==> src/sv/assert_macros.svh <==
// Assertion macros shared by the predictor modules.
`ifndef ASSERT_MACROS_SVH
`define ASSERT_MACROS_SVH
// Implication checked at every clock edge outside reset.
`define ASSERT_IMPL(label, clk, rst, prop, msg) \
  label: assert property (@(posedge clk) disable iff (rst) prop) else $error(msg);
// Implication checked at every clock edge, reset included.
`define ASSERT_ALWAYS(label, clk, prop, msg) \
  label: assert property (@(posedge clk) prop) else $error(msg);
`endif

==> src/sv/tbp_pkg.sv <==
// Package with types and constants of the tournament branch predictor.
`timescale 1ns / 1ps
package tbp_pkg;
  localparam int unsigned CounterBits = 2;
  localparam logic [1:0] CtrReset = 2'd1;
  localparam logic [1:0] CtrMax = 2'd3;

  typedef enum logic [2:0] {
    ST_CLEAR,
    ST_IDLE,
    ST_READ_HIST,
    ST_READ_CTR,
    ST_WRITE,
    ST_OUT
  } tbp_state_t;

  typedef struct packed {
    logic clear;
    logic capture;
    logic read_hist;
    logic read_ctr;
    logic write;
  } tbp_cmd_t;

  typedef struct packed {
    logic clear_done;
  } tbp_status_t;

  function automatic logic [1:0] sat_move(input logic [1:0] c, input logic up);
    logic [1:0] r;
    r = c;
    if (up) begin
      if (c != CtrMax) r = c + 2'd1;
    end else begin
      if (c != 2'd0) r = c - 2'd1;
    end
    return r;
  endfunction
endpackage

==> src/sv/tbp_ctrl.sv <==
// Controller state machine that sequences clearing, table reads and training.
`timescale 1ns / 1ps
`include "assert_macros.svh"
module tbp_ctrl (
  input  logic                clk,
  input  logic                rst,
  input  logic                in_valid,
  output logic                in_ready,
  output logic                out_valid,
  input  logic                out_ready,
  output tbp_pkg::tbp_cmd_t    cmd,
  input  tbp_pkg::tbp_status_t status
);
  import tbp_pkg::*;

  tbp_state_t state;
  tbp_state_t state_next;

  always_ff @(posedge clk) begin
    if (rst) state <= ST_CLEAR;
    else state <= state_next;
  end

  // The next request is accepted only in the cycle after the result is taken.
  always_comb begin
    state_next = state;
    cmd = '0;
    in_ready = 1'b0;
    out_valid = 1'b0;
    unique case (state)
      ST_CLEAR: begin
        cmd.clear = 1'b1;
        if (status.clear_done) state_next = ST_IDLE;
      end
      ST_IDLE: begin
        in_ready = 1'b1;
        if (in_valid) begin
          cmd.capture = 1'b1;
          state_next = ST_READ_HIST;
        end
      end
      ST_READ_HIST: begin
        cmd.read_hist = 1'b1;
        state_next = ST_READ_CTR;
      end
      ST_READ_CTR: begin
        cmd.read_ctr = 1'b1;
        state_next = ST_WRITE;
      end
      ST_WRITE: begin
        cmd.write = 1'b1;
        state_next = ST_OUT;
      end
      ST_OUT: begin
        out_valid = 1'b1;
        if (out_ready) state_next = ST_IDLE;
      end
      default: state_next = ST_CLEAR;
    endcase
  end

  `ASSERT_IMPL(a_write_follows_read, clk, rst, (state == ST_WRITE) |-> $past(state == ST_READ_CTR), "write without counter read")
  `ASSERT_IMPL(a_no_out_during_clear, clk, rst, (state == ST_CLEAR) |-> !out_valid && !in_ready, "handshake during clear")
  `ASSERT_ALWAYS(a_reset_clears, clk, $past(rst) |-> (state == ST_CLEAR), "reset did not start clear")
endmodule

==> config.mk <==
export PLATFORM = sky130hd
export DESIGN_NAME = tbp_ctrl
export DESIGN_NICKNAME = d
export VERILOG_FILES = /design/src/sv/tbp_pkg.sv /design/src/sv/tbp_ctrl.sv
export VERILOG_INCLUDE_DIRS = /design/src /design/src/sv
export SDC_FILE = /design/constraint.sdc
export NUM_CORES = 1
export LEC_CHECK = 0
export ABC_AREA = 1
export CAP_MARGIN = 20
export CORE_AREA = 2 2 39 41
export DETAILED_ROUTE_END_ITERATION = 7
export DIE_AREA = 0 0 41 43
export DONT_BUFFER_PORTS = 1
export RECOVER_POWER = 50
export SYNTH_ARGS = -nofsm -noshare
export SYNTH_HDL_FRONTEND = slang
export SYNTH_SLANG_ARGS = --single-unit
==> constraint.sdc <==
create_clock -name clk -period 2 [get_ports clk]
set_input_delay 0.4 -clock clk [delete_from_list [all_inputs] [get_ports clk]]
set_output_delay 0.4 -clock clk [all_outputs]
set_load 0.02 [all_outputs]
==> metrics.cfg <==
[outcome]
status = completed

[global_routing]
grt_pass1_vias = 186
antenna_found_initial = 0
grt_pass1_wl_um = 683
grt_max_degree = 8
grtUsageTotal_pct = 6.814
overflow = 0

[sta]
rsz0062_at_grt = false
timing.hold.ws_ps = 229.8
worst_slew_pin_slew_ps = 719.6
fin_crit_sh_pct = 85.63
finClkSkew_ps = 0.3479
finalSetupTns_ps = 0
setup_viol = 0
hold_violations = 0
fin_crit_ps = 1713
fmax_mhz = 583.9
slew_violations = 0
maxSlewHeadroom_pct = 51.66

[floorplanning]
initial_core_util_pct = 14.83
die_x_um = 41
io-pin-count = 12
rows = 14
die_y_um = 43
coreArea_um2 = 1384
die_area_um2 = 1763

[route]
wl_per_cell_um = 8.981
highest_layer = met4
m1WireLength_um = 181
wl_met2_um = 202
vias = 211
final_antenna_net_count = 0
finalWirelength_um = 476
viasPerCell = 3.981
firstDrtPassIters = 2
met3_length_um = 76
drcViolationCount = 0
drtIter0Drc = 1

[setup_path]
critPathKind = reg2out
slowest_delay_ps = 600
cp_max_fo = 6
crit_chain = inv_2 -> nor3_1
endpoint_kind = output port
crit_arrival_ps = 1310
critPathSlowestCell = nor3_1
cp-start-kind = register
worst_ep_required_time_ps = 1600

[clocking]
clkLatencyLatePin_ps = 230
path_clk_slew_ps = 40
cts_inserted_buffers = 3
cts.sinks = 3
postCtsResizedCells = 0
tritoncts = done
clk_root_buffer_cell = clkbuf_4
post_cts_buffers = 0
clockBufferDepth = 2
holdBufCountCts = 0
htreeDepth = 1

[finish]
multi_input_area_um2 = 103.9
finalInstanceArea_um2 = 240.2
drive_above_1_share_pct = 13.51
utilization_pct = 17.36
num_antenna_cells = 0
nFillCells = 163
final_nets = 43
regArea_um2 = 60.06
syn_to_final_growth_pct = 17.07
largest_register_ffs = 3
top_register = state
reg.largest.list = state (3)

[logic_synthesis]
synthTopCellsByCount = nor2_1 (9), inv_1 (6), nand2_1 (4)
ys_ff_latch = 3
synth_nets = 38
synth.avg_cell_area_um2 = 6.218
ys.flop_type = dfxtp_1
synth_cells = 33
synth_area_leaders = dfxtp_1 (29%), nor2_1 (16%), inv_1 (11%)
ys_async_sr_fraction_pct = 0
yosysWarningCount = 0
yosysTopAreaCellShare_pct = 29.27
yosys.area.top_type = dfxtp_1
yosysSeqAreaShare_pct = 29.27
synth.cell_area_um2 = 205.2
synth_cell_type_count = 12
synth.most_common_cell = nor2_1
synth_edf_count = 0

[pwr]
p_leak_nw = 0.1138
power_w = 0.0002443
p_per_area_nw_per_um2 = 1017
vdd_drop_max_mv = 0.1207

[min_path]
hold_path_class = in2reg

[placement]
port_buffers = 0
hpwl_um = 391.5
gp_congestion = 0.5855
place_area_um2 = 225.2

[flow_run]
drv_cap = 0

## metrics by stage
step / worst slack (ps) / instances
final: 287.4 / 53
after global routing: 234.1 / 53
after CTS: 420.5 / 53
after detailed placement: 675.5 / 49
after global placement: 677.6 / 49
after floorplan: 769.3 / 33
## cell families (layout without fill, tap and decap cells)
group | after synthesis | count (layout) | share of synthesized area [%]
buffers and inverters | 8 | 12 | 14.63
and+or+nand+nor | 20 | 20 | 51.22
AOI/OAI and AO/OA | 2 | 2 | 4.873
DFF | 3 | 3 | 29.27
## critical path: cells and delay by family (launching register included)
kind	cells	cell delay [ps]
buffers and inverters	1	70
AND/OR/NAND/NOR	1	600
flip-flops	1	420
## worst paths after layout
path / cells past startpoint / slack, ps / start / end
setup / recovery: 2 / 290 / state[0] / cmd[1]
setup reg to reg: 4 / 590 / state[0] / state[2]
hold reg to reg: 2 / 560 / state[2] / state[2]
hold / removal: 1 / 230 / rst / state[1]
## area by class of cell
class	count	area share (%)
inverters	8	12.50
clock buffers	4	10.94
multi-input cells	22	43.23
well taps	16	8.333
flip-flops and latches	3	25.00
## routing by layer
metal	vias up	track usage (%)
met4	0	10.00
met2	11	7.813
met3	2	5.759
met5	-	0
li1	110	-
met1	88	5.431
## layout by cell type, fill, tap and decap left out
cell,instances
nand3_1,2
nor3_1,1
nand4_1,2
dfxtp_1,3
o21ai_0,1
nor2_1,9
inv_2,1
nand3b_1,1
clkbuf_1,1
nand2_1,4
nor3_2,1
a21oi_1,1
inv_1,7
clkbuf_4,3
## power breakdown
part	internal (W)	total [W]	switching, W
registers	0.0000663	0.0000733	0.00000694
logic	0.0000160	0.0000640	0.0000480
clock network	0.0000748	0.000107	0.0000322
No activity file was read; power rests on OpenSTA's default activity.
